<file path="src/rtl/core/gfcs_pkg.sv">
`default_nettype none

package gfcs_pkg;

    // Field widths of the item formats
    localparam int SAT_WIDTH   = 7;
    localparam int VALUE_WIDTH = 48;
    localparam int TRACK_WIDTH = 16;
    localparam int CODE_WIDTH  = 3;

    localparam int NUM_SATS_DEFAULT = 128;

    // Result queue depth; also the limit on items in flight
    localparam int OUT_FIFO_DEPTH = 4;

    // Configuration port
    localparam int CFG_ADDR_WIDTH    = 4;
    localparam int CFG_DATA_WIDTH    = 32;
    localparam int JUMP_LIMIT_WIDTH  = 20;
    localparam int DIFF_LIMIT_WIDTH  = 20;
    localparam int STEP_LIMIT_WIDTH  = 24;
    localparam int PRIOR_LIMIT_WIDTH = 20;

    localparam logic [JUMP_LIMIT_WIDTH-1:0]  JUMP_LIMIT_RESET  = 20'd200;
    localparam logic [DIFF_LIMIT_WIDTH-1:0]  DIFF_LIMIT_RESET  = 20'd500;
    localparam logic [STEP_LIMIT_WIDTH-1:0]  STEP_LIMIT_RESET  = 24'd50000;
    localparam logic [PRIOR_LIMIT_WIDTH-1:0] PRIOR_LIMIT_RESET = 20'd250;

    typedef enum logic [1:0] {
        REG_JUMP_LIMIT  = 2'd0,
        REG_DIFF_LIMIT  = 2'd1,
        REG_STEP_LIMIT  = 2'd2,
        REG_PRIOR_LIMIT = 2'd3
    } t_reg_idx;

    typedef enum logic [CODE_WIDTH-1:0] {
        CASE_MISSING      = 3'd0,
        CASE_FIRST        = 3'd1,
        CASE_SECOND_OK    = 3'd2,
        CASE_SECOND_SLIP  = 3'd3,
        CASE_SMOOTH       = 3'd4,
        CASE_STEP_SLIP    = 3'd5,
        CASE_PRIOR_SLIP   = 3'd6,
        CASE_CURRENT_SLIP = 3'd7
    } t_case_code;

    typedef enum logic [1:0] {
        EPOCH_FIRST  = 2'd0,
        EPOCH_SECOND = 2'd1,
        EPOCH_LATER  = 2'd2
    } t_epoch;

    typedef struct packed {
        logic [SAT_WIDTH-1:0]          sat_index;
        logic                          pair_select;
        logic signed [VALUE_WIDTH-1:0] gf_value;
    } t_in_item;

    typedef struct packed {
        logic [SAT_WIDTH-1:0]   sat_echo;
        logic                   pair_echo;
        logic                   slip;
        logic [CODE_WIDTH-1:0]  case_code;
        logic [TRACK_WIDTH-1:0] track_count;
    } t_out_item;

    typedef struct packed {
        logic [JUMP_LIMIT_WIDTH-1:0]  jump;
        logic [DIFF_LIMIT_WIDTH-1:0]  diff;
        logic [STEP_LIMIT_WIDTH-1:0]  step;
        logic [PRIOR_LIMIT_WIDTH-1:0] prior;
    } t_limits;

    // History stage result handed to the decision stage
    typedef struct packed {
        logic                   valid;
        logic [SAT_WIDTH-1:0]   sat;
        logic                   pair;
        logic                   in_range;
        logic                   missing;
        t_epoch                 epoch;
        logic                   signs_differ;   // current and earlier step differ in sign
        logic [VALUE_WIDTH-1:0] cur_step;       // |now - newer|
        logic [VALUE_WIDTH-1:0] prev_step;      // |newer - older|
        logic                   jump_over;
        logic                   step_ok;
        logic                   prior_ok;
    } t_hist_res;

    // Address bits of one satellite index for a given satellite count
    function automatic int f_sat_aw(input int n);
        return (n > 1) ? $clog2(n) : 1;
    endfunction

endpackage

`default_nettype wire

</file>
<file path="src/rtl/core/gfcs_regs.sv">
`default_nettype none

module gfcs_regs (
    input  wire logic                                i_clk,
    input  wire logic                                i_rst_n,
    input  wire logic                                i_psel,
    input  wire logic                                i_penable,
    input  wire logic                                i_pwrite,
    input  wire logic [gfcs_pkg::CFG_ADDR_WIDTH-1:0] i_paddr,
    input  wire logic [gfcs_pkg::CFG_DATA_WIDTH-1:0] i_pwdata,
    output logic      [gfcs_pkg::CFG_DATA_WIDTH-1:0] o_prdata,
    output gfcs_pkg::t_limits                        o_limits
);

    gfcs_pkg::t_limits  r_limits;
    gfcs_pkg::t_reg_idx reg_idx;
    logic               wr_en;

    assign reg_idx = gfcs_pkg::t_reg_idx'(i_paddr[3:2]);
    assign wr_en   = i_psel && i_penable && i_pwrite;

    always_ff @(posedge i_clk) begin
        if (!i_rst_n) begin
            r_limits.jump  <= gfcs_pkg::JUMP_LIMIT_RESET;
            r_limits.diff  <= gfcs_pkg::DIFF_LIMIT_RESET;
            r_limits.step  <= gfcs_pkg::STEP_LIMIT_RESET;
            r_limits.prior <= gfcs_pkg::PRIOR_LIMIT_RESET;
        end else if (wr_en) begin
            unique case (reg_idx)
                gfcs_pkg::REG_JUMP_LIMIT: begin
                    r_limits.jump <= i_pwdata[gfcs_pkg::JUMP_LIMIT_WIDTH-1:0];
                end
                gfcs_pkg::REG_DIFF_LIMIT: begin
                    r_limits.diff <= i_pwdata[gfcs_pkg::DIFF_LIMIT_WIDTH-1:0];
                end
                gfcs_pkg::REG_STEP_LIMIT: begin
                    r_limits.step <= i_pwdata[gfcs_pkg::STEP_LIMIT_WIDTH-1:0];
                end
                gfcs_pkg::REG_PRIOR_LIMIT: begin
                    r_limits.prior <= i_pwdata[gfcs_pkg::PRIOR_LIMIT_WIDTH-1:0];
                end
                default: begin
                end
            endcase
        end
    end

    always_comb begin
        unique case (reg_idx)
            gfcs_pkg::REG_JUMP_LIMIT:  o_prdata = gfcs_pkg::CFG_DATA_WIDTH'(r_limits.jump);
            gfcs_pkg::REG_DIFF_LIMIT:  o_prdata = gfcs_pkg::CFG_DATA_WIDTH'(r_limits.diff);
            gfcs_pkg::REG_STEP_LIMIT:  o_prdata = gfcs_pkg::CFG_DATA_WIDTH'(r_limits.step);
            gfcs_pkg::REG_PRIOR_LIMIT: o_prdata = gfcs_pkg::CFG_DATA_WIDTH'(r_limits.prior);
            default:                   o_prdata = '0;
        endcase
    end

    assign o_limits = r_limits;

endmodule

`default_nettype wire

</file>
<file path="config.mk">
export PLATFORM = sky130hd
export DESIGN_NAME = gfcs_regs
export DESIGN_NICKNAME = d
export VERILOG_FILES = /design/src/rtl/core/gfcs_pkg.sv /design/src/rtl/core/gfcs_regs.sv
export SDC_FILE = /design/constraint.sdc
export NUM_CORES = 1
export LEC_CHECK = 0
export ABC_AREA = 1
export BUFFER_PORTS_ARGS = -buffer_cell sky130_fd_sc_hd__buf_2
export CAP_MARGIN = 0
export CORE_UTILIZATION = 45
export DETAILED_ROUTE_END_ITERATION = 6
export GPL_TIMING_DRIVEN = 0
export PLACE_DENSITY = 0.81
export SETUP_SLACK_MARGIN = 0.4
export SYNTH_ARGS = -nofsm -noshare
export SYNTH_HDL_FRONTEND = slang
export SYNTH_SLANG_ARGS = --single-unit
</file>
<file path="constraint.sdc">
create_clock -name i_clk -period 1.7 [get_ports i_clk]
set_clock_uncertainty 0.05 [all_clocks]
set_input_delay 0.085 -clock i_clk [delete_from_list [all_inputs] [get_ports i_clk]]
set_output_delay 0.085 -clock i_clk [all_outputs]
set_load 0.02 [all_outputs]
</file>
==> flow_summary.json <==
{
  "status": "complete, no violations",
  "diodes": 0,
  "wl_met1_um": 5370,
  "post_synth_inst_count": 599,
  "io_pins": 157,
  "startpoint_type": "primary input",
  "dr_wl_met3_um": 1530,
  "area_delta_synth_final_pct": 31.7,
  "fin_util_pct": 61.5,
  "vias": 4621,
  "drt_iter0_markers": 441,
  "p_sw_w": 0.00120,
  "rsz0062_at_grt": "false",
  "rows": 33,
  "power_per_cell_area_mw_per_mm2": 776,
  "highest_layer": "met4",
  "die_w_um": 94.6,
  "gp_congestion": 0.898,
  "hpwlAfterDp_um": 9360,
  "cts_buffers": 9,
  "core_area_mm2": 0.00826,
  "clk_latency_ps": 360,
  "ir_drop_v": 0.000357,
  "synth_seq_area_share_pct": 43.6,
  "io_buffers": 137,
  "clock_sinks": 84,
  "nNetsFinal": 811,
  "p_sw_share_pct": 30.4,
  "pwr-share-clk_pct": 31.7,
  "syn_avg_cell_area_um2": 6.44,
  "drc_errors": 0,
  "p_leak_nw": 2.61,
  "worstPathArrival_ps": 1150,
  "dieHeight_um": 94.6,
  "antenna_found_initial": 0,
  "synth_area_leader_cell": "dfxtp_1",
  "cts-root-buf": "clkbuf_8",
  "wl_met2_um": 6380,
  "drt_first_pass_iters": 5,
  "sequentialPowerShare_pct": 51.8,
  "ys_warn_count": 0,
  "fin_crit_sh_pct": 75.4,
  "synth.top_cell.area_share_pct": 43.6,
  "max-slew-margin-rel_pct": 54.6,
  "crit_path_end_kind": "primary output",
  "hold_viol_final": 0,
  "crit_fanout": 10,
  "vias_per_cell": 5.26,
  "critPathRequiredTime_ps": 1560,
  "worstSetupPathType": "primary input to primary output",
  "ys_types": 15,
  "clkTransAtPathRegs_ps": 80,
  "fin_tns_setup_ps": 0,
  "largest_reg_flops": 84,
  "start_util_pct": 46.7,
  "maxCapViolCount": 0,
  "die-area_mm2": 0.00895,
  "grt_overflow": 0,
  "min_period_ps": 1280,
  "tightest_slew_ps": 682,
  "htreeDepth": 3,
  "final_antenna_net_count": 0,
  "comb_power_share_pct": 16.5,
  "synth-seq-cells": 84,
  "globalRouteTotalUtil_pct": 31.2,
  "final-setup-viol-count": 0,
  "wl_per_cell_um": 15.6,
  "slew_violations": 0,
  "grt_pass1_wl_um": 20700,
  "cts_tree": "done",
  "grt_max_degree": 14,
  "drt_wl_total_um": 13700,
  "hp-class": "primary input to flip-flop",
  "synth.area.top_cells": "dfxtp_1 (44%), nand2_1 (19%), nor2_1 (13%)",
  "clk_path_buf_depth": 2,
  "synth_area_mm2": 0.00386,
  "grt_pass1_vias": 4122,
  "drive_above_1_share_pct": 25.5,
  "clock.fmax_mhz": 781,
  "power.internal_w": 0.00275
}
==> critical path, cell delays in order <==
cell and delay [ps]:
buf_2 140, nand2_1 110, clkinv_2 150, buf_4 230
nand2_1 70, nand4_1 140, buf_4 200
==> path summary, 6_finish.rpt <==
path / from / endpoint / slack, ps / depth (start not counted)
hold / removal: i_pwdata[20] / o_limits[40]$_SDFFE_PN0P_ / 20 / 5
setup / recovery: i_paddr[2] / o_prdata[14] / 420 / 7
setup reg to reg: o_limits[38]$_SDFFE_PN0P_ / o_limits[38]$_SDFFE_PN0P_ / 1000 / 2
hold reg to reg: o_limits[7]$_SDFFE_PN1P_ / o_limits[7]$_SDFFE_PN1P_ / 430 / 2
==> synth_stat cells, drive strengths merged <==
| cell | n |
|---|---|
| buf | 41 |
| dfxtp | 84 |
| nand2 | 194 |
| nand3 | 85 |
| conb | 1 |
| nand4 | 20 |
| nor2 | 138 |
| clkinv | 1 |
| clkbuf | 5 |
| inv | 30 |
==> cell usage in the layout, fill, tap and decap left out, types with 4 or more instances in the layout <==
| cell type | synthesis | routed |
|---|---|---|
| nor2_1 | 135 | 133 |
| clkbuf_1 | 5 | 6 |
| clkinv_2 | 0 | 4 |
| dlygate4sd3_1 | 0 | 13 |
| buf_6 | 0 | 6 |
| buf_2 | 24 | 152 |
| buf_4 | 12 | 16 |
| nand2_1 | 194 | 194 |
| clkbuf_8 | 0 | 9 |
| dfxtp_1 | 84 | 84 |
| conb_1 | 1 | 8 |
| buf_1 | 5 | 5 |
| nand4_1 | 20 | 20 |
| inv_1 | 29 | 29 |
| nand3_1 | 85 | 85 |
==> kinds of logic after synthesis <==
family	after synthesis	share of synthesized area (%)
and+or+nand+nor	437	46.9
DFF	84	43.6
buffers and inverters	77	9.44
other	1	0.0972
==> per-stage QoR <==
step	setup WS (ps)	instances	hold slack (ps)	instance area (um2)	power [W]
after floorplan	755	606	161	3880	0.00246
after global placement	257	848	272	4700	0.00267
after detailed placement	221	848	264	4700	0.00268
after CTS	372	876	16.0	5020	0.00390
after global routing	400	879	50.4	5080	0.00408
final	419	879	19.6	5080	0.00394
==> final cells by class <==
type                            count  area, um2
Fill cell                         782       3180
Multi-Input combinational cell    445       1850
Buffer                             46        298
Tap cell                          105        131
Sequential cell                    84       1680
Inverter                           31        118
Clock buffer                       10        128
Timing Repair Buffer              153        841
Clock inverter                      5       30.0
==> power groups by stage <==
stage	sequential, W	clock [W]	combinational [W]
final	0.00204	0.00125	0.000650
after global routing	0.00205	0.00133	0.000697
after CTS	0.00204	0.00124	0.000623
after detailed placement	0.00209	0	0.000588
after global placement	0.00209	0	0.000577
after floorplan	0.00214	0	0.000320
==> metal layers <==
layer  vias to the layer above  track usage (%)
li1                       2198                -
met1                      2086             38.2
met2                       297             52.2
met3                        40             5.72
met4                         0             15.7
met5                         -                0
==> timing repair <==
action                                  in CTS  in global routing
setup buffers                                0                  3
gates resized for setup                     12                 10
hold endpoints to repair                    26                  0
endpoints found under the setup margin      20                 20
hold buffers                                13                  0
Power figures use the tool's default switching activity.
