<file path="src/rtl/core/gfcs_pkg.sv">
`default_nettype none

package gfcs_pkg;

    // Field widths of the item formats
    localparam int SAT_WIDTH   = 7;
    localparam int VALUE_WIDTH = 48;
    localparam int TRACK_WIDTH = 16;
    localparam int CODE_WIDTH  = 3;

    localparam int NUM_SATS_DEFAULT = 128;

    // Result queue depth; also the limit on items in flight
    localparam int OUT_FIFO_DEPTH = 4;

    // Configuration port
    localparam int CFG_ADDR_WIDTH    = 4;
    localparam int CFG_DATA_WIDTH    = 32;
    localparam int JUMP_LIMIT_WIDTH  = 20;
    localparam int DIFF_LIMIT_WIDTH  = 20;
    localparam int STEP_LIMIT_WIDTH  = 24;
    localparam int PRIOR_LIMIT_WIDTH = 20;

    localparam logic [JUMP_LIMIT_WIDTH-1:0]  JUMP_LIMIT_RESET  = 20'd200;
    localparam logic [DIFF_LIMIT_WIDTH-1:0]  DIFF_LIMIT_RESET  = 20'd500;
    localparam logic [STEP_LIMIT_WIDTH-1:0]  STEP_LIMIT_RESET  = 24'd50000;
    localparam logic [PRIOR_LIMIT_WIDTH-1:0] PRIOR_LIMIT_RESET = 20'd250;

    typedef enum logic [1:0] {
        REG_JUMP_LIMIT  = 2'd0,
        REG_DIFF_LIMIT  = 2'd1,
        REG_STEP_LIMIT  = 2'd2,
        REG_PRIOR_LIMIT = 2'd3
    } t_reg_idx;

    typedef enum logic [CODE_WIDTH-1:0] {
        CASE_MISSING      = 3'd0,
        CASE_FIRST        = 3'd1,
        CASE_SECOND_OK    = 3'd2,
        CASE_SECOND_SLIP  = 3'd3,
        CASE_SMOOTH       = 3'd4,
        CASE_STEP_SLIP    = 3'd5,
        CASE_PRIOR_SLIP   = 3'd6,
        CASE_CURRENT_SLIP = 3'd7
    } t_case_code;

    typedef enum logic [1:0] {
        EPOCH_FIRST  = 2'd0,
        EPOCH_SECOND = 2'd1,
        EPOCH_LATER  = 2'd2
    } t_epoch;

    typedef struct packed {
        logic [SAT_WIDTH-1:0]          sat_index;
        logic                          pair_select;
        logic signed [VALUE_WIDTH-1:0] gf_value;
    } t_in_item;

    typedef struct packed {
        logic [SAT_WIDTH-1:0]   sat_echo;
        logic                   pair_echo;
        logic                   slip;
        logic [CODE_WIDTH-1:0]  case_code;
        logic [TRACK_WIDTH-1:0] track_count;
    } t_out_item;

    typedef struct packed {
        logic [JUMP_LIMIT_WIDTH-1:0]  jump;
        logic [DIFF_LIMIT_WIDTH-1:0]  diff;
        logic [STEP_LIMIT_WIDTH-1:0]  step;
        logic [PRIOR_LIMIT_WIDTH-1:0] prior;
    } t_limits;

    // History stage result handed to the decision stage
    typedef struct packed {
        logic                   valid;
        logic [SAT_WIDTH-1:0]   sat;
        logic                   pair;
        logic                   in_range;
        logic                   missing;
        t_epoch                 epoch;
        logic                   signs_differ;   // current and earlier step differ in sign
        logic [VALUE_WIDTH-1:0] cur_step;       // |now - newer|
        logic [VALUE_WIDTH-1:0] prev_step;      // |newer - older|
        logic                   jump_over;
        logic                   step_ok;
        logic                   prior_ok;
    } t_hist_res;

    // Address bits of one satellite index for a given satellite count
    function automatic int f_sat_aw(input int n);
        return (n > 1) ? $clog2(n) : 1;
    endfunction

endpackage

`default_nettype wire

</file>
<file path="src/rtl/core/gfcs_out_fifo.sv">
`default_nettype none

module gfcs_out_fifo (
    input  wire logic                i_clk,
    input  wire logic                i_rst_n,
    input  wire logic                i_push,
    input  wire gfcs_pkg::t_out_item i_item,
    output logic                     o_valid,
    input  wire logic                i_stall,
    output gfcs_pkg::t_out_item      o_item
);

    localparam int DEPTH = gfcs_pkg::OUT_FIFO_DEPTH;
    localparam int PTR_W = $clog2(DEPTH);
    localparam int CNT_W = $clog2(DEPTH + 1);

    gfcs_pkg::t_out_item r_mem [DEPTH];
    logic [PTR_W-1:0]    r_wr_ptr;
    logic [PTR_W-1:0]    r_rd_ptr;
    logic [CNT_W-1:0]    r_count;
    logic                pop;

    assign o_valid = (r_count != '0);
    assign o_item  = r_mem[r_rd_ptr];
    assign pop     = o_valid && !i_stall;

    always_ff @(posedge i_clk) begin
        if (i_push) begin
            r_mem[r_wr_ptr] <= i_item;
        end
    end

    always_ff @(posedge i_clk) begin
        if (!i_rst_n) begin
            r_wr_ptr <= '0;
            r_rd_ptr <= '0;
            r_count  <= '0;
        end else begin
            if (i_push) begin
                r_wr_ptr <= r_wr_ptr + 1'b1;
            end
            if (pop) begin
                r_rd_ptr <= r_rd_ptr + 1'b1;
            end
            case ({i_push, pop})
                2'b10:   r_count <= r_count + 1'b1;
                2'b01:   r_count <= r_count - 1'b1;
                default: r_count <= r_count;
            endcase
        end
    end

    a_no_overflow: assert property (@(posedge i_clk) disable iff (!i_rst_n)
        i_push |-> (r_count != CNT_W'(DEPTH)) || pop)
        else $error("result queue overflow");

endmodule

`default_nettype wire

</file>
<file path="config.mk">
export PLATFORM = sky130hd
export DESIGN_NAME = gfcs_out_fifo
export DESIGN_NICKNAME = d
export VERILOG_FILES = /design/src/rtl/core/gfcs_pkg.sv /design/src/rtl/core/gfcs_out_fifo.sv
export SDC_FILE = /design/constraint.sdc
export NUM_CORES = 1
export LEC_CHECK = 0
export ABC_AREA = 0
export BUFFER_PORTS_ARGS = -buffer_cell sky130_fd_sc_hd__clkbuf_2
export CORE_MARGIN = 3
export CORE_UTILIZATION = 36
export CTS_CLUSTER_SIZE = 14
export DETAILED_ROUTE_END_ITERATION = 10
export GPL_TIMING_DRIVEN = 0
export PLACE_DENSITY = 0.63
export SETUP_SLACK_MARGIN = 0.02
export SLEW_MARGIN = 20
export SYNTH_ARGS = -nofsm -noshare
export SYNTH_HDL_FRONTEND = slang
export SYNTH_SLANG_ARGS = --single-unit
</file>
<file path="constraint.sdc">
create_clock -name i_clk -period 3 [get_ports i_clk]
set_input_delay 0.15 -clock i_clk [delete_from_list [all_inputs] [get_ports i_clk]]
set_output_delay 0.15 -clock i_clk [all_outputs]
set_load 0.01 [all_outputs]
</file>
==> summary.md, run 1 <==
| Metric | Value |
|---|---|
| RSZ-0062 raised after global routing | no |
| Largest net degree at the start of global routing | 21 |
| Post-Place Worst Slack | 1.15 ns |
| Main area contributors after synthesis | edfxtp_1 (74%), mux4_2 (9.9%), mux4_1 (4.6%), dfxtp_1 (4.0%), ha_1 (1.4%) |
| Post-synthesis cell area | ~4600 um2 |
| CP Class | reg2out |
| Top delay family on crit path | buffers and inverters |
| Post-layout util | about half |
| # resized after CTS | 0 |
| RR Endpoint | r_count[2]$_SDFFE_PN0P_ |
| Gr usage total | about an eighth |
| Setup crit end | o_item[21] |
| Hpwl dp | 4810 um |
| Clk sinks | 121 |
| Max_cap viols | 0 |
| Main combinational cell family by area after synthesis | multiplexers |
| R2r worst-path depth | 8 |
| Worst Max-Slew Pin Slew | about 0.48 ns |
| Slack of the critical path | 1.06 ns |
| Max Slew Vio Count | 0 |
| Vias in the first global route | ~2,500 |
| Worst path required time | about 2.9 ns |
| Cell with the most instances on the worst path | buf_2 |
| Cells after synthesis | ~200 |
| XOR/XNOR Fraction of Synth Area | 0.576% |
| Seq cells post-synth | 121 |
| DIE WIDTH | 119 um |
| VDD IR max | approximately 0.0004 V |
| Initial core utilization | a little under two fifths |
| Via count | 2,220 |
| CP bufs+invs | 3 |
| Post-route ant nets | 0 |
| Static leakage | between 2 and 2.5 nW |
| Critical path's largest stage delay | around 0.36 ns |
| Gr ovfl total | 0 |
| Fin crit period | ~1.9 ns |
| Sequential Area | 3540 um2 |
| Skew-Pair Late Insertion Delay | a little over 0.4 ns |
| Max Fclk | 516 MHz |
| Multi-input gate area | slightly above 900 um2 |
| Antenna cell count | 0 |
| FP Rows | 40 |
| Worst-path clk slew | about 0.050 ns |
| WP data arrival | ~1.8 ns |
| Worst Hold Class | in2reg |
| Simple-gate portion of the synthesized area | about 2.1% |
| Worst R2R Start | r_count[0]$_SDFFE_PN0P_ |
| First-pass GRT wire length | between 10,000 and 15,000 um |
| CTS tree | yes |
| Die Footprint | roughly 14,000 um2 |
| Post-synth cell types | 23 |
| Clock Tree Root | clkbuf_16 |
| Worst setup SP type | register |
| Final Cycle Share | 64.6% |
| Post-synthesis sequential area ratio | 77.7% |
| Post-layout net count | approximately 340 |
| Quantity of I/O buffers inserted on ports | 60 |
| Crit. path cell count | 4 |
| Cell taking the most area after synthesis | edfxtp_1 |
| Compound-Gate Fraction of Synth Area | 0.823% |
| Tot Pwr | about 4.8 mW |
| Power Density | 793 nW/um2 |
| Slowest-stage cell, CP | mux4_2 |
| Synth Warn # | 0 |
| Count leader, synth | edfxtp_1 |
| WL final | just under 8000 um |
| Clk buf depth | 2 |
| Core ar. | roughly 12,000 um2 |
| Post-synthesis adder-cell area fraction | 1.81% |
| Post-synthesis mux area share | 14.9% |
| Worst slew margin | between 60% and 70% |
| List of most frequent post-synthesis cells | edfxtp_1 (112), mux4_2 (20), dfxtp_1 (9), mux4_1 (8) |
| Synth top area share | 73.7% |
| CTS H-Tree Depth | 4 |
| # IOs | 61 |
| Area Overhead vs Synth | 32.3% |
| Setup TNS | 0 ns |
| # fillers | a little over 1,000 |
| Chip Height | 119 um |
| Setup slack, reg-to-reg | between 1 and 1.5 ns |
| Routability cong. | ~0.67 |
| DRT iter0 DRCs | just over 90 |
| Ys flop type | edfxtp_1 |
| Initial antenna violation count | 0 |
| TritonCTS Buffers | 17 |
| Hold Fails Final Rpt | 0 |
| Post-CTS setup buffers | 0 |
| Count of final setup violators | 0 |
| CP max FO | 10 |
| Crit-path cells | buf_2 > buf_2 > mux4_2 > clkbuf_2 |
| DRC viols | 0 |
| Final Skew | around 0.008 ns |
| Vias per Instance | around 4.6 |
| Routed len/inst | around 16 um |
| Async SR Flop Fraction | 0% |
| Syn_area_per_cell | ~23 um2 |
| CP endpoint kind | primary output |
| Number of synthesized flops with an enable pin | around 110 |
| First-pass DRT Iterations | 5 |
| Synth Net Count | 233 |
| Layout cells sized above 1 | between 30% and 40% |
| Status | completed |
==> kinds of logic after synthesis <==
group | after synthesis
AO/OA/AOI/OAI | 6
XOR/XNOR | 3
adder cells (fa/ha/maj) | 6
buffers and inverters | 13
flip-flops | 121
multiplexers | 30
AND/OR/NAND/NOR | 16
==> placed cells by master, fill, tap and decap left out, drive strengths merged <==
cell type and count:
nor2b 1, clkinv 4, and2 7, dlygate4sd3 28, xor2 2, clkbuf 84, mux2i 2, a21boi 3
buf 10, inv 7, ha 5, o21ai 3, clkinvlp 2, or3 2, nor3b 1, nor2 1
bufinv 2, xnor2 1, mux4 28, nand2b 1, edfxtp 112, fa 1, nand2 2, dfxtp 9
nor3 1
==> report_power, final <==
group | leakage [nW] | total (mW) | switching, mW | internal (mW)
combinational | 0.750 | 0.840 | 0.400 | 0.440
sequential | 1.10 | 1.99 | 0.0377 | 1.96
clock | 0.280 | 1.96 | 0.675 | 1.28
==> flip-flops by register name, indices dropped and copies added (netlist names), named ones only <==
register,flops
r_rd_ptr,2
r_count,3
r_mem,112
r_wr_ptr,2
==> repair_timing <==
item | in CTS | in global routing
hold buffers | 28 | 0
endpoints found under the hold margin | 112 | 0
endpoints found under the setup margin | 0 | 0
==> worst min path at each step <==
stage / cells past startpoint / slack (ns) / end / start
finish: 2 / 0.07 / r_wr_ptr[0]$_SDFFE_PN0P_ / i_rst_n
global route: 2 / 0.07 / register / i_rst_n
floorplan: 0 / 0.25 / r_mem[0][0]$_DFFE_PP_ / i_item[0]
CTS: 2 / 0.06 / r_rd_ptr[0]$_SDFFE_PN0P_ / i_rst_n
global placement: 1 / 0.37 / r_mem[2][21]$_DFFE_PP_ / i_item[21]
detailed placement: 1 / 0.38 / r_mem[2][3]$_DFFE_PP_ / i_item[3]
==> final cells by class <==
cell class	count	area share (%)
plain buffers	6	1.10
clock buffers	24	7.98
clock inverters	8	1.58
inverters	7	0.435
multi-input cells	61	15.4
flip-flops and latches	121	58.7
well taps	168	3.48
repair buffers	92	11.3
==> per-stage QoR <==
stage,cell area [um2],cells,hold WS [ns]
after floorplan,4560,195,0.249
after global placement,5070,423,0.367
after detailed placement,5180,427,0.375
after CTS,6040,487,0.0568
after global routing,6040,487,0.0700
final,6040,487,0.0696
==> routing by layer <==
layer  routed length [um]  track usage (%)  vias up
li1                     -                -     1037
met1                 3140             13.3     1112
met2                 4000             20.6       56
met3                  389             4.78       15
met4                  191             6.52        0
met5                    0                0        -
Note: power is estimated with default switching activity, not from simulation.
==> run 2, diff against run 1 <==
Settings changed: PLACE_DENSITY 0.63 to 0.65.
Clock period 3 ns to 1.57 ns, I/O delays scaled along.
==> summary.md, run 2 (synthesis gave the netlist of run 1 again) <==
| Metric | Value |
|---|---|
| Status | finished with violations |
| Failing checks | setup timing |
| CTS H-Tree Depth | 4 |
| Worst slew margin | between 60% and 70% |
| RSZ-0062 raised after global routing | yes |
| Chip Height | ~120 um |
| # IOs | a little over 60 |
| Power Density | 1520 nW/um2 |
| Quantity of I/O buffers inserted on ports | 60 |
| Initial antenna violation count | 0 |
| CP endpoint kind | primary output |
| Slowest-stage cell, CP | mux4_2 |
| Part of the power in registers | about two fifths |
| Clk buf depth | 2 |
| FP Rows | 40 |
| Net Sw Frac | 23.9% |
| CP Class | reg2out |
| Hold Fails Final Rpt | 0 |
| Largest net degree at the start of global routing | 29 |
| Routability cong. | ~0.65 |
| Area Overhead vs Synth | 33.6% |
| Max Fclk | around 560 MHz |
| Routed len/inst | ~17 um |
| Final Skew | about 0.0063 ns |
| Hpwl dp | around 4600 um |
| DRT iter0 DRCs | between 100 and 150 |
| DRC viols | 0 |
| DIE WIDTH | roughly 120 um |
| Final Cycle Share | 114% |
| Die Footprint | about 14,000 um2 |
| Worst path required time | 1.49 ns |
| Fin crit period | about 1.8 ns |
| Worst Hold Class | in2reg |
| WL final | about 8200 um |
| Tot Pwr | 9.25 mW |
| Max Slew Vio Count | 0 |
| Clock network fraction of total power | roughly 36% |
| Commonest non-fill, non-tap cell in the layout | edfxtp_1 |
| Post-route ant nets | 0 |
| Biggest register | r_mem |
| Worst setup SP type | register |
| VDD IR max | 0.000829 V |
| Sw Pwr | between 2 and 2.5 mW |
| Gr usage total | approximately 13% |
| Worst Max-Slew Pin Slew | ~0.46 ns |
| Count of final setup violators | 29 |
| Worst-path clk slew | around 0.050 ns |
| First-pass DRT Iterations | 4 |
| Post-Layout Cell Count | ~500 |
| First-pass GRT wire length | about 13,000 um |
| WP data arrival | roughly 1.7 ns |
| Combinational Power Share | a little over a fifth |
| CTS tree | yes |
| Max_cap viols | 0 |
| Layout cells sized above 1 | approximately 44% |
| Crit-path cells | buf_12 > clkbuf_16 > mux4_2 > clkbuf_2 |
| Top delay family on crit path | multiplexers |
| Clk sinks | 121 |
| Clock Tree Root | clkbuf_16 |
| TritonCTS Buffers | 17 |
| Core ar. | around 12,000 um2 |
| Critical path's largest stage delay | around 0.50 ns |
| Via count | ~2,200 |
| Max reg flops | around 110 |
| Most frequent cells in the layout | edfxtp_1 (112), clkbuf_2 (55), dlygate4sd3_1 (31) |
| CP max FO | 7 |
| Gr ovfl total | 0 |
| Vias per Instance | 4.53 |
| Post-layout util | about half |
| Slack of the critical path | -0.227 ns |
| Int Pwr | around 7.0 mW |
| Top Registers | r_mem: 112 flops, r_count: 3 flops |
| Inst Count DP | ~420 |
| Vias in the first global route | ~2,500 |
| Static leakage | around 2.1 nW |
| Post-layout net count | ~350 |
| Antenna cell count | 0 |
| Initial core utilization | between 30% and 40% |
| Skew-Pair Late Insertion Delay | just over 0.4 ns |
| Post-Place Worst Slack | -0.207 ns |
| CP bufs+invs | 3 |
[run 2: metal layers]
metal | vias up | GRT usage, % | routed length [um]
li1 | 1047 | - | -
met1 | 1133 | 13.6 | 3450
met2 | 56 | 21.2 | 4280
met3 | 11 | 5.07 | 342
met4 | 0 | 6.08 | 124
met5 | - | 0 | 0
[run 2: area by class of cell]
cell class | count | area [um2]
Fill cell | 1070 | 6120
Timing Repair Buffer | 102 | 777
Inverter | 7 | 26.3
Tap cell | 168 | 210
Buffer | 6 | 90.1
Clock buffer | 19 | 433
Clock inverter | 12 | 85.1
Multi-Input combinational cell | 61 | 916
Sequential cell | 121 | 3550
[run 2: timing repair]
action,CTS,global route
setup endpoints to repair,142,30
buffers inserted,6,3
gates resized for setup,21,18
cloned,1,2
pin swaps,3,0
hold buffers,31,0
endpoints found under the hold margin,118,0
[run 2: through the flow]
stage | cell area, um2 | TNS, ns | hold slack [ns]
after floorplan | 4570 | -0.116 | 0.177
after global placement | 5080 | -5.88 | 0.296
after detailed placement | 5080 | -8.21 | 0.298
after CTS | 6010 | -6.44 | 0.0525
after global routing | 6090 | -7.11 | 0.112
final | 6090 | -5.14 | 0.0689
[run 2: power by group through the flow]
stage | clock (mW) | combinational, mW | sequential, mW
CTS | 3.42 | 1.91 | 3.84
detailed placement | 0 | 1.58 | 3.88
floorplan | 0 | 1.07 | 3.86
global route | 3.60 | 2.21 | 3.86
finish | 3.37 | 2.04 | 3.84
global placement | 0 | 1.55 | 3.87
[run 2: final timing paths]
check                           slack (ns)  cells after the start                       end                startpoint
worst max-delay path                 -0.23                      4                o_item[10]                  register
worst min-delay path                  0.07                      3  r_wr_ptr[1]$_SDFFE_PN0P_                    i_push
worst max register to register       -0.21                      8   r_count[2]$_SDFFE_PN0P_   r_count[1]$_SDFFE_PN0P_
worst min register to register        0.48                      2  r_rd_ptr[1]$_SDFFE_PN0P_  r_rd_ptr[1]$_SDFFE_PN0P_
[run 2: worst reg2reg max path, delay by kind of cell, from the launching register on]
kind / cells / cell delay, ns
compound gates: 1 / 0.12
xor+xnor: 1 / 0.17
fa+ha+maj: 2 / 0.54
buf+inv: 1 / 0.04
flops: 1 / 0.36
simple gates: 3 / 0.48
